File: config.mk
export PLATFORM = sky130hd
export DESIGN_NAME = ansi_cursor_report_parser_core
export DESIGN_NICKNAME = d
export VERILOG_FILES = /design/src/rtl/ancp_pkg.sv /design/src/rtl/ansi_cursor_report_parser_core.sv /design/src/rtl/ancp_step.sv
export SDC_FILE = /design/constraint.sdc
export NUM_CORES = 1
export LEC_CHECK = 0
export ABC_CLOCK_PERIOD_IN_PS = 3900
export BUFFER_PORTS_ARGS = -buffer_cell sky130_fd_sc_hd__buf_2
export CORE_ASPECT_RATIO = 2
export CORE_UTILIZATION = 45
export CTS_BUF_LIST = sky130_fd_sc_hd__clkbuf_8
export DETAILED_ROUTE_END_ITERATION = 8
export PLACE_DENSITY = 0.74
export SLEW_MARGIN = 30
export SYNTH_ARGS = -nofsm -noshare
export SYNTH_HDL_FRONTEND = slang
export SYNTH_HIERARCHICAL = 1
export SYNTH_SLANG_ARGS = --single-unit
File: constraint.sdc
create_clock -name aclk -period 3.9 [get_ports aclk]
set_input_delay 0.78 -clock aclk [delete_from_list [all_inputs] [get_ports aclk]]
set_output_delay 0.78 -clock aclk [all_outputs]
set_load 0.005 [all_outputs]
File: src/rtl/ancp_pkg.sv
`timescale 1ns / 1ps

package ancp_pkg;

    // Sequence limits
    localparam int SEQ_BUFFER_LENGTH = 32;
    localparam int MAX_DIGITS        = 3;

    localparam int SEQ_LEN_W  = $clog2(SEQ_BUFFER_LENGTH);
    localparam int DIGIT_CNT_W = $clog2(MAX_DIGITS + 1);

    localparam int COORD_W = 10;
    localparam int TICK_W  = 16;

    localparam logic [COORD_W-1:0] ACC_LIMIT      = 10'd1023;
    localparam logic [COORD_W-1:0] COORD_MAX      = 10'd999;
    localparam logic [SEQ_LEN_W-1:0] MIN_REPORT_LEN = SEQ_LEN_W'(5);
    localparam logic [TICK_W-1:0]  TICK_MAX       = 16'hFFFF;
    localparam logic [TICK_W-1:0]  TIMEOUT_RESET  = 16'd500;

    // Characters of interest
    localparam logic [7:0] CH_ESC   = 8'h1B;
    localparam logic [7:0] CH_R     = 8'h52;
    localparam logic [7:0] CH_SEMI  = 8'h3B;
    localparam logic [7:0] CH_BRACK = 8'h5B;
    localparam logic [7:0] CH_O     = 8'h4F;
    localparam logic [7:0] CH_ZERO  = 8'h30;
    localparam logic [7:0] CH_NINE  = 8'h39;

    typedef enum logic [1:0] {
        PH_BRACKET = 2'd0,
        PH_ROW     = 2'd1,
        PH_COL     = 2'd2,
        PH_OTHER   = 2'd3
    } phase_t;

    typedef enum logic [2:0] {
        KIND_NONE    = 3'd0,
        KIND_KEY     = 3'd1,
        KIND_REPORT  = 3'd2,
        KIND_OTHER   = 3'd3,
        KIND_LONG    = 3'd4,
        KIND_TIMEOUT = 3'd5
    } kind_t;

    typedef struct packed {
        logic                   in_escape;
        logic [SEQ_LEN_W-1:0]   seq_length;
        phase_t                 form_phase;
        logic [COORD_W-1:0]     row_acc;
        logic [DIGIT_CNT_W-1:0] row_cnt;
        logic [COORD_W-1:0]     col_acc;
        logic [DIGIT_CNT_W-1:0] col_cnt;
        logic [TICK_W-1:0]      elapsed;
        logic [COORD_W-1:0]     last_w;
        logic [COORD_W-1:0]     last_h;
        logic [COORD_W-1:0]     scr_cols;
        logic [COORD_W-1:0]     scr_rows;
        logic                   size_valid;
    } state_t;

    typedef struct packed {
        kind_t              event_kind;
        logic [7:0]         key_byte;
        logic [COORD_W-1:0] report_row;
        logic [COORD_W-1:0] report_col;
        logic [COORD_W-1:0] width_out;
        logic [COORD_W-1:0] height_out;
        logic               size_changed;
        logic               size_known;
    } result_t;

    localparam state_t STATE_RESET = '0;

endpackage

File: src/rtl/ansi_cursor_report_parser_core.sv
`timescale 1ns / 1ps
// The result item appears on the master side in the cycle after its input item is taken.
// Throughput: one item per cycle while m_tready drains the result register; set by the combinational parser update.
// s_tready stays high while the result register is empty or being drained by m_tready.
// Reset (aresetn low, synchronous): parser state and committed size clear, result register
// empties, escape timeout returns to 500 ticks.

module ansi_cursor_report_parser_core (
    input  logic        aclk,
    input  logic        aresetn,

    // Configuration: escape_timeout_ms
    input  logic        cfg_wr_en,
    input  logic [15:0] cfg_wr_data,

    // Input items
    input  logic        s_tvalid,
    output logic        s_tready,
    input  logic [7:0]  s_tdata,   // [7:0] rx_byte
    input  logic        s_tuser,   // [0] req_type (0 byte, 1 tick)

    // Result items
    output logic        m_tvalid,
    input  logic        m_tready,
    output logic [55:0] m_tdata,   // [7:0] key_byte, [17:8] report_row, [27:18] report_col,
                                   // [37:28] width_out, [47:38] height_out,
                                   // [48] size_changed, [49] size_known, [55:50] zero
    output logic [2:0]  m_tuser    // [2:0] event_kind
);
    import ancp_pkg::*;

    // Timeout register, to be written only while idle; the block itself does not enforce this
    logic [TICK_W-1:0] timeout_reg;

    // Parser state, advanced once per accepted item
    state_t state_reg;
    state_t state_next;

    // Result register
    logic    m_valid_reg;
    result_t result_reg;
    result_t result_next;

    logic s_accept;

    // Take a new item whenever the result register is free or drains this cycle
    assign s_tready = !m_valid_reg || m_tready;
    assign s_accept = s_tvalid && s_tready;

    always_ff @(posedge aclk) begin
        if (!aresetn) begin
            timeout_reg <= TIMEOUT_RESET;
        end else if (cfg_wr_en) begin
            timeout_reg <= cfg_wr_data;
        end
    end

    // All per-item work: one short pass from current state to next state and result
    ancp_step u_step (
        .cur_state  (state_reg),
        .req_type   (s_tuser),
        .rx_byte    (s_tdata),
        .timeout_ms (timeout_reg),
        .next_state (state_next),
        .result     (result_next)
    );

    always_ff @(posedge aclk) begin
        if (!aresetn) begin
            state_reg   <= STATE_RESET;
            m_valid_reg <= 1'b0;
        end else begin
            if (s_accept) begin
                state_reg   <= state_next;
                m_valid_reg <= 1'b1;
            end else if (m_tready) begin
                // drop the delivered item
                m_valid_reg <= 1'b0;
            end
        end
    end

    // Payload: load on accept, hold otherwise
    always_ff @(posedge aclk) begin
        if (s_accept) begin
            result_reg <= result_next;
        end
    end

    assign m_tvalid = m_valid_reg;
    assign m_tuser  = result_reg.event_kind;
    assign m_tdata  = {6'd0,
                       result_reg.size_known,
                       result_reg.size_changed,
                       result_reg.height_out,
                       result_reg.width_out,
                       result_reg.report_col,
                       result_reg.report_row,
                       result_reg.key_byte};

    // A committed size always lies in 1..999
    a_size_nonzero: assert property (@(posedge aclk) disable iff (!aresetn)
        state_reg.size_valid |-> (state_reg.scr_cols != '0) && (state_reg.scr_rows != '0))
        else $error("committed size holds a zero coordinate");

    // Outside a sequence the sequence bookkeeping stays cleared
    a_idle_clear: assert property (@(posedge aclk) disable iff (!aresetn)
        !state_reg.in_escape |-> (state_reg.seq_length == '0) && (state_reg.elapsed == '0))
        else $error("sequence state left over outside a sequence");

    // A tick item always yields an empty event
    a_tick_none: assert property (@(posedge aclk) disable iff (!aresetn)
        (s_accept && s_tuser) |=> (m_valid_reg && (result_reg.event_kind == KIND_NONE)))
        else $error("tick produced an event");

    // A size change is only ever flagged on a position report
    a_change_report: assert property (@(posedge aclk) disable iff (!aresetn)
        (m_valid_reg && result_reg.size_changed) |-> (result_reg.event_kind == KIND_REPORT))
        else $error("size change without position report");

endmodule

File: src/rtl/ancp_step.sv
`timescale 1ns / 1ps

module ancp_step (
    input  ancp_pkg::state_t        cur_state,
    input  logic                    req_type,
    input  logic [7:0]              rx_byte,
    input  logic [15:0]             timeout_ms,
    output ancp_pkg::state_t        next_state,
    output ancp_pkg::result_t       result
);
    import ancp_pkg::*;

    // acc * 10 + d, saturating
    function automatic logic [COORD_W-1:0] acc_push(input logic [COORD_W-1:0] acc,
                                                    input logic [3:0] d);
        logic [13:0] sum;
        sum = {1'b0, acc, 3'b000} + {3'b000, acc, 1'b0} + {10'd0, d};
        return (sum > {4'd0, ACC_LIMIT}) ? ACC_LIMIT : sum[COORD_W-1:0];
    endfunction

    function automatic state_t clear_seq(input state_t s);
        state_t r;
        r            = s;
        r.seq_length = '0;
        r.form_phase = PH_BRACKET;
        r.row_acc    = '0;
        r.row_cnt    = '0;
        r.col_acc    = '0;
        r.col_cnt    = '0;
        r.elapsed    = '0;
        return r;
    endfunction

    logic                 is_digit;
    logic [SEQ_LEN_W-1:0] len_inc;
    logic                 grows;
    logic                 in_range;

    always_comb begin
        is_digit = (rx_byte >= CH_ZERO) && (rx_byte <= CH_NINE);
        len_inc  = cur_state.seq_length + SEQ_LEN_W'(1);
        grows    = is_digit || (rx_byte == CH_SEMI) || (rx_byte == CH_BRACK) ||
                   ((len_inc == SEQ_LEN_W'(1)) && (rx_byte == CH_O));
        in_range = (cur_state.row_acc != '0) && (cur_state.row_acc <= COORD_MAX) &&
                   (cur_state.col_acc != '0) && (cur_state.col_acc <= COORD_MAX);

        next_state          = cur_state;
        result.event_kind   = KIND_NONE;
        result.key_byte     = '0;
        result.report_row   = '0;
        result.report_col   = '0;
        result.size_changed = 1'b0;

        if (req_type) begin
            // tick: count only inside a sequence, saturate
            if (cur_state.in_escape && (cur_state.elapsed != TICK_MAX)) begin
                next_state.elapsed = cur_state.elapsed + TICK_W'(1);
            end
        end else if (rx_byte == CH_ESC) begin
            next_state           = clear_seq(cur_state);
            next_state.in_escape = 1'b1;
        end else if (cur_state.in_escape) begin
            result.key_byte = rx_byte;
            if (cur_state.elapsed > timeout_ms) begin
                result.event_kind    = KIND_TIMEOUT;
                next_state           = clear_seq(cur_state);
                next_state.in_escape = 1'b0;
            end else if (cur_state.seq_length >= SEQ_LEN_W'(SEQ_BUFFER_LENGTH - 1)) begin
                result.event_kind    = KIND_LONG;
                next_state           = clear_seq(cur_state);
                next_state.in_escape = 1'b0;
            end else if (grows) begin
                result.key_byte       = '0;
                next_state.seq_length = len_inc;
                case (cur_state.form_phase)
                    PH_BRACKET: begin
                        next_state.form_phase =
                            ((len_inc == SEQ_LEN_W'(1)) && (rx_byte == CH_BRACK)) ?
                            PH_ROW : PH_OTHER;
                    end
                    PH_ROW: begin
                        if (is_digit) begin
                            if (cur_state.row_cnt >= DIGIT_CNT_W'(MAX_DIGITS)) begin
                                next_state.form_phase = PH_OTHER;
                            end else begin
                                next_state.row_acc = acc_push(cur_state.row_acc, rx_byte[3:0]);
                                next_state.row_cnt = cur_state.row_cnt + DIGIT_CNT_W'(1);
                            end
                        end else if (rx_byte == CH_SEMI) begin
                            next_state.form_phase = PH_COL;
                        end else begin
                            next_state.form_phase = PH_OTHER;
                        end
                    end
                    PH_COL: begin
                        if (is_digit) begin
                            if (cur_state.col_cnt >= DIGIT_CNT_W'(MAX_DIGITS)) begin
                                next_state.form_phase = PH_OTHER;
                            end else begin
                                next_state.col_acc = acc_push(cur_state.col_acc, rx_byte[3:0]);
                                next_state.col_cnt = cur_state.col_cnt + DIGIT_CNT_W'(1);
                            end
                        end else begin
                            next_state.form_phase = PH_OTHER;
                        end
                    end
                    default: begin
                    end
                endcase
            end else begin
                next_state           = clear_seq(cur_state);
                next_state.in_escape = 1'b0;
                if ((cur_state.form_phase == PH_COL) && (rx_byte == CH_R) &&
                    (len_inc >= MIN_REPORT_LEN)) begin
                    result.event_kind = KIND_REPORT;
                    result.report_row = cur_state.row_acc;
                    result.report_col = cur_state.col_acc;
                    if (in_range) begin
                        next_state.last_w = cur_state.col_acc;
                        next_state.last_h = cur_state.row_acc;
                        // same report twice running and a new size: commit
                        if ((cur_state.last_w == cur_state.col_acc) &&
                            (cur_state.last_h == cur_state.row_acc) &&
                            ((cur_state.scr_cols != cur_state.col_acc) ||
                             (cur_state.scr_rows != cur_state.row_acc))) begin
                            next_state.scr_cols   = cur_state.col_acc;
                            next_state.scr_rows   = cur_state.row_acc;
                            next_state.size_valid = 1'b1;
                            result.size_changed   = 1'b1;
                        end
                    end
                end else begin
                    result.event_kind = KIND_OTHER;
                end
            end
        end else begin
            result.event_kind = KIND_KEY;
            result.key_byte   = rx_byte;
        end

        result.width_out  = next_state.scr_cols;
        result.height_out = next_state.scr_rows;
        result.size_known = next_state.size_valid;
    end

endmodule
==> results of run 1 <==
-- metrics by stage --
stage	instances	hold WS, ns	power (mW)	utilization	worst slack [ns]
after floorplan	1200	0.430	2.00	-	0.338
after global placement	1499	0.439	2.06	0.477	-0.0779
after detailed placement	1499	0.449	2.07	0.477	-0.142
after CTS	1531	0.457	3.41	0.495	0.389
after global routing	1532	0.486	3.48	0.495	0.0582
final	1532	0.464	3.37	0.495	0.317
-- area by class of cell --
| cell class | count | area [um^2] |
|---|---|---|
| clock inverter | 14 | 178 |
| fill | 2203 | 11800 |
| antenna | 1 | 2.50 |
| timing repair buffer | 124 | 761 |
| clock buffer | 18 | 248 |
| tap | 283 | 354 |
| multi-input combinational | 887 | 6120 |
| sequential | 159 | 3710 |
| inverter | 46 | 173 |
-- power breakdown --
group	total, mW	internal (mW)	switching [mW]	leakage [nW]
registers	1.76	1.75	0.0138	1.39
clock network	1.34	0.658	0.681	0.207
logic	0.267	0.104	0.164	3.50
total	3.37	2.51	0.858	5.09
-- layer usage --
metal,global-route usage,vias up,wire [um]
li1,-,4252,-
met3,0.0288,97,748
met1,0.190,4065,9110
met2,0.415,242,13700
met4,0.174,0,1690
met5,0,-,0
-- Yosys cell counts (all sizes together), types with 17 or more instances --
library cell / count / share of area
dfxtp: 106 / 0.20
xor2: 34 / 0.028
a21oi: 41 / 0.019
o21ai: 56 / 0.026
nor2: 37 / 0.013
mux2: 40 / 0.048
nand2: 237 / 0.083
buf: 54 / 0.050
nor2b: 17 / 0.0099
clkbuf: 54 / 0.019
inv: 46 / 0.016
nand4: 18 / 0.011
edfxtp: 53 / 0.15
ha: 58 / 0.068
nand3: 23 / 0.011
and3: 37 / 0.022
xnor2: 21 / 0.017
mux2i: 107 / 0.10
a31oi: 17 / 0.011
-- cells by family after synthesis --
| kind of cell | share of synthesized area |
|---|---|
| flip-flops | 0.346 |
| buffers and inverters | 0.0847 |
| XOR/XNOR | 0.0449 |
| multiplexers | 0.148 |
| AO/OA/AOI/OAI | 0.111 |
| AND/OR/NAND/NOR | 0.189 |
| adder cells (fa/ha/maj) | 0.0752 |
| other | 0.000350 |
-- final timing paths --
check | startpoint | end | slack [ns] | cells past startpoint
setup / recovery | s_tdata[3] | state_reg[71] | 0.32 | 15
hold / removal | state_reg[0] | state_reg[0] | 0.46 | 2
setup reg to reg | state_reg[78] | state_reg[79] | 0.34 | 12
hold reg to reg | state_reg[0] | state_reg[0] | 0.46 | 2
-- worst max-delay path: stages --
cell and delay (ns):
buf_2 0.13, inv_1 0.17, fa_1 0.50, fa_1 0.47
nand2b_1 0.17, a21oi_1 0.19, buf_4 0.14, o2111a_1 0.19
o41ai_1 0.11, nor4b_2 0.48, nor2b_1 0.23, o21ai_0 0.10
o2bb2ai_1 0.16, nand2_1 0.06, mux2i_1 0.06
==> run_results.csv, run 1 <==
group,metric,value,unit
grt,grt.total_usage,0.211,
grt,grt.overflow.total,0,
placement,place.gp.congestion,0.922,
timing,worst_slew_pin_slew,0.759,ns
routing,vias_per_cell,5.65,
routing,drc,19,
worst_setup_path,crit_fanout,5,
cts,cts.clk_slew.worst_paths,0.09,ns
final_layout,syn_to_final_growth,7.70,%
final_layout,stdcell_area,11500,um^2
logic_synthesis,synth_cells,1195,
placement,dpl-instance-area,11100,um^2
cts,hold_buffers,0,
timing,relSlewSlack,0.493,
min_path,hold_class,"register to register",
cts,cts_sinks,159,
run_status,status,"finished, violations left",
final_layout,final_cell_mix,"nand2_1 (237), mux2i_1 (107), dfxtp_1 (106)",
grt,grt_pass1_vias,8449,
timing,rsz0062_at_grt,"no",
power,ir_drop,0.000212,V
timing,timing.final.crit_share,0.919,
die,num_io_pins,91,
routing,drt_iter0_markers,410,
die,die_area,24500,um^2
timing,slew_violations,0,
cts,clk_latency,0.49,ns
cts,root_buffer,"clkbuf_8",
cts,tritoncts,"yes",
cts,post_cts_resized,0,
logic_synthesis,synth-edff-count,53,
cts,post_cts_buffers,0,
power,p_leak,5.09,nW
routing,num_vias,8656,
flow_run,drv_cap,0,
die,placementRows,79,
grt,grt_pass1_wl,40400,um
logic_synthesis,synth_seq_cells,159,
routing,wl_per_cell,16.5,um
final_layout,layout.nets,1327,
die,core,23300,um^2
timing,hold_viol,0,
grt,antenna_found_initial,1,
placement,dp_hpwl,18500,um
grt,grt_max_degree,106,
final_layout,largest_reg_flops,89,
worst_setup_path,worstSetupPathType,"primary input to register",
worst_setup_path,setup.worst_path.end_class,"register",
worst_setup_path,critPathLaunchType,"primary input",
routing,ant_nets,0,
cts,ctsHtreeMaxLevel,4,
worst_setup_path,crit_arrival,3.94,ns
routing,drtPass1Iterations,7,
die,initial_utilization,0.460,
logic_synthesis,ys_seq_area_frac,0.346,
timing,tns,0,ns
placement,io_buffers,84,
logic_synthesis,syn_avg_cell_area,8.97,um^2
worst_setup_path,crit_required,4.26,ns
logic_synthesis,async_flop_share,0,
timing,max_freq,0.279,GHz
logic_synthesis,netlist_area,10700,um^2
final_layout,layout-drive-gt1-share,0.167,
final_layout,layout_commonest_cell,"nand2_1",
timing,fin_skew,0.0158,ns
logic_synthesis,synthDistinctLibCells,69,
routing,wirelength,25300,um
cts,cts_buffer_depth,2,
timing,min_period,3.58,ns
die,die_height,220,um
run_status,violations,"DRC",
power,p_per_area,292,nW/um^2
timing,finalSetupViolCount,0,
logic_synthesis,ys.flop_type,"dfxtp_1",
die,dieWidth,111,um
logic_synthesis,yosysWarnings,6,
cts,numCtsBuffers,17,
Power figures use the tool's default switching activity.
==> inputs of run 2 (changes only) <==
Settings changed: ABC_AREA set to 1, SYNTH_HIERARCHICAL 1 to not set.
==> run 2 against run 1 <==
Against the previous run: the flow now finishes without violations; register-to-register slack better by 0.55 ns; sequential cell count stayed put; global-route usage is 2.1 points higher; clock power is 9.7% lower; sequential power is 2% higher; routed wire length is 3.1% lower; die area is 9.1% lower; largest power group unchanged.
==> run_results.csv, run 2 <==
group,metric,value,unit
run_status,status,"finished, final reports clean",
cts,root_buffer,"clkbuf_8",
worst_setup_path,timing.rr.start,"state_reg[76]",
routing,drc,0,
final_layout,layout_commonest_cell,"nand2_1",
routing,top_layer,"met4",
routing,wirelength,24500,um
logic_synthesis,synthDistinctLibCells,44,
flow_run,drv_cap,0,
min_path,min_to,"timeout_reg[14]",
power,p_leak,4.95,nW
cts,numCtsBuffers,17,
logic_synthesis,synth-edff-count,53,
placement,dpl-instance-area,10300,um^2
final_layout,multiInputGateArea,5030,um^2
worst_setup_path,setup.worst_path.end_class,"register",
power,power.total,3.31,mW
routing,drt_iter0_markers,356,
logic_synthesis,yosysWarnings,0,
placement,io_buffers,84,
final_layout,layout-drive-gt1-share,0.122,
logic_synthesis,synth.largest_area_cell,"dfxtp_1",
worst_setup_path,crit_chain,"ha_1, ha_1, a21oi_1, o21ai_0, nand2_1, nand3_1, xor2_1, nor2_1, nand3_1, nand2_1, a21oi_1",
logic_synthesis,ys_seq_area_frac,0.382,
grt,antenna_found_initial,1,
grt,grt_pass1_wl,40300,um
cts,clk_latency,0.48,ns
final_layout,fin_util,0.508,
placement,place.gp.congestion,0.933,
timing,hold_viol,0,
grt,grt.overflow.total,0,
min_path,hold_depth,2,
worst_setup_path,slowest_delay,0.63,ns
timing,timing.final.crit_share,0.771,
min_path,hold_class,"register to register",
worst_setup_path,crit_arrival,3.37,ns
logic_synthesis,async_flop_share,0,
worst_setup_path,ff2ff_setup_slack,0.89,ns
timing,slew_violations,0,
worst_setup_path,critPathLaunchType,"register",
power,p_per_area,308,nW/um^2
routing,wl_per_cell,14.5,um
cts,ctsHtreeMaxLevel,4,
worst_setup_path,crit_fanout,10,
final_layout,regArea,3710,um^2
final_layout,largest_reg_flops,89,
logic_synthesis,netlist_area,9730,um^2
cts,tritoncts,"yes",
logic_synthesis,synth_top_cells_by_count,"nand2_1 (277), inv_1 (181), nor2_1 (168)",
die,placementRows,75,
timing,finalSetupViolCount,0,
timing,worst_hold_slack,0.464,ns
die,dieWidth,106,um
worst_setup_path,regToRegEndpoint,"state_reg[72]",
routing,m1WireLength,8830,um
final_layout,layout.nets,1507,
timing,worst_slew_pin_slew,0.855,ns
worst_setup_path,cp_slowest_cell,"dfxtp_1",
routing,ant_nets,0,
timing,rsz0062_at_grt,"no",
die,num_io_pins,91,
cts,cts_sinks,159,
timing,min_period,3.01,ns
logic_synthesis,synth.top_cell.area_share,0.218,
die,die_area,22300,um^2
timing,relSlewSlack,0.429,
final_layout,syn_to_final_growth,10.2,%
final_layout,final_cells,1693,
die,initial_utilization,0.461,
placement,pre_cts_ws,0.524,ns
worst_setup_path,crit_required,4.26,ns
logic_synthesis,ys.flop_type,"dfxtp_1",
cts,hold_buffers,0,
final_layout,final_cell_mix,"nand2_1 (277), inv_1 (180), nor2_1 (168)",
timing,tns,0,ns
routing,drtPass1Iterations,5,
timing,fin_skew,0.0128,ns
timing,max_freq,0.332,GHz
final_layout,stdcell_area,10700,um^2
logic_synthesis,syn_avg_cell_area,7.24,um^2
timing,fin_ws,0.892,ns
die,core,21100,um^2
logic_synthesis,post-synth-top-count-cell,"nand2_1",
grt,grt.total_usage,0.232,
cts,cts_buffer_depth,2,
final_layout,fillCellCount,2159,
die,die_height,210,um
cts,post_cts_resized,0,
logic_synthesis,synth_seq_cells,159,
logic_synthesis,synth_cells,1345,
placement,dp_cells,1660,
power,ir_drop,0.000225,V
grt,grt_pass1_vias,8630,
routing,wl_met3,1000,um
routing,num_vias,8894,
cts,post_cts_buffers,0,
routing,vias_per_cell,5.25,
min_path,hold_path.startpoint,"timeout_reg[14]",
routing,met2_length,13300,um
cts,cts.clk_slew.worst_paths,0.09,ns
worst_setup_path,r2r_cells,11,
logic_synthesis,synthTopCellsByArea,"dfxtp_1 (22%), edfxtp_1 (16%), nand2_1 (11%)",
grt,grt_max_degree,82,
placement,dp_hpwl,18600,um
worst_setup_path,worstSetupPathType,"register to register",
## run 2: worst max-delay path: cells and delay by family (launching register included)
family / cells / cell delay [ns]
AND/OR/NAND/NOR: 5 / 0.89
adder cells (fa/ha/maj): 2 / 0.69
flip-flops: 1 / 0.63
AO/OA/AOI/OAI: 3 / 0.53
XOR/XNOR: 1 / 0.15
## run 2: how the worst max path moves through the flow
stage | startpoint | end | slack [ns]
2_1_floorplan | m_tready | m_tdata[0] | 0.68
3_3_place_gp | s_tdata[3] | state_reg[67] | 0.55
3_5_place_dp | s_tdata[3] | state_reg[63] | 0.52
4_1_cts | state_reg[59] | state_reg[63] | 0.92
5_1_grt | state_reg[59] | state_reg[63] | 0.61
6_report | state_reg[76] | state_reg[72] | 0.89
## run 2: kinds of logic (layout without fill, tap and decap cells)
family / count (synthesis) / after routing / share of synthesized area
and+or+nand+nor: 645 / 645 / 0.286
buffers and inverters: 247 / 320 / 0.104
AOI/OAI and AO/OA: 183 / 183 / 0.100
DFF: 159 / 159 / 0.382
adders and majority gates: 67 / 67 / 0.0892
xor gates and xnor gates: 43 / 43 / 0.0387
other: 1 / 7 / 0.000385
## run 2: report_power, final
part	total (mW)	switching (mW)	internal [mW]
clock	1.21	0.689	0.523
sequential	1.80	0.0255	1.78
combinational	0.294	0.191	0.103
total	3.31	0.905	2.40
## run 2: area by class of cell
class,count,share of cell area
clock inverters,15,0.0138
well taps,269,0.0314
inverters,189,0.0662
diodes,1,0.000233
clock buffers,17,0.0218
flip-flops and latches,159,0.346
repair buffers,99,0.0512
multi-input cells,944,0.469
## run 2: per-layer routing
layer  vias up  track usage
met1      4104        0.226
met4         0        0.147
met5         -            0
met2       247        0.443
met3        75       0.0408
li1       4468            -
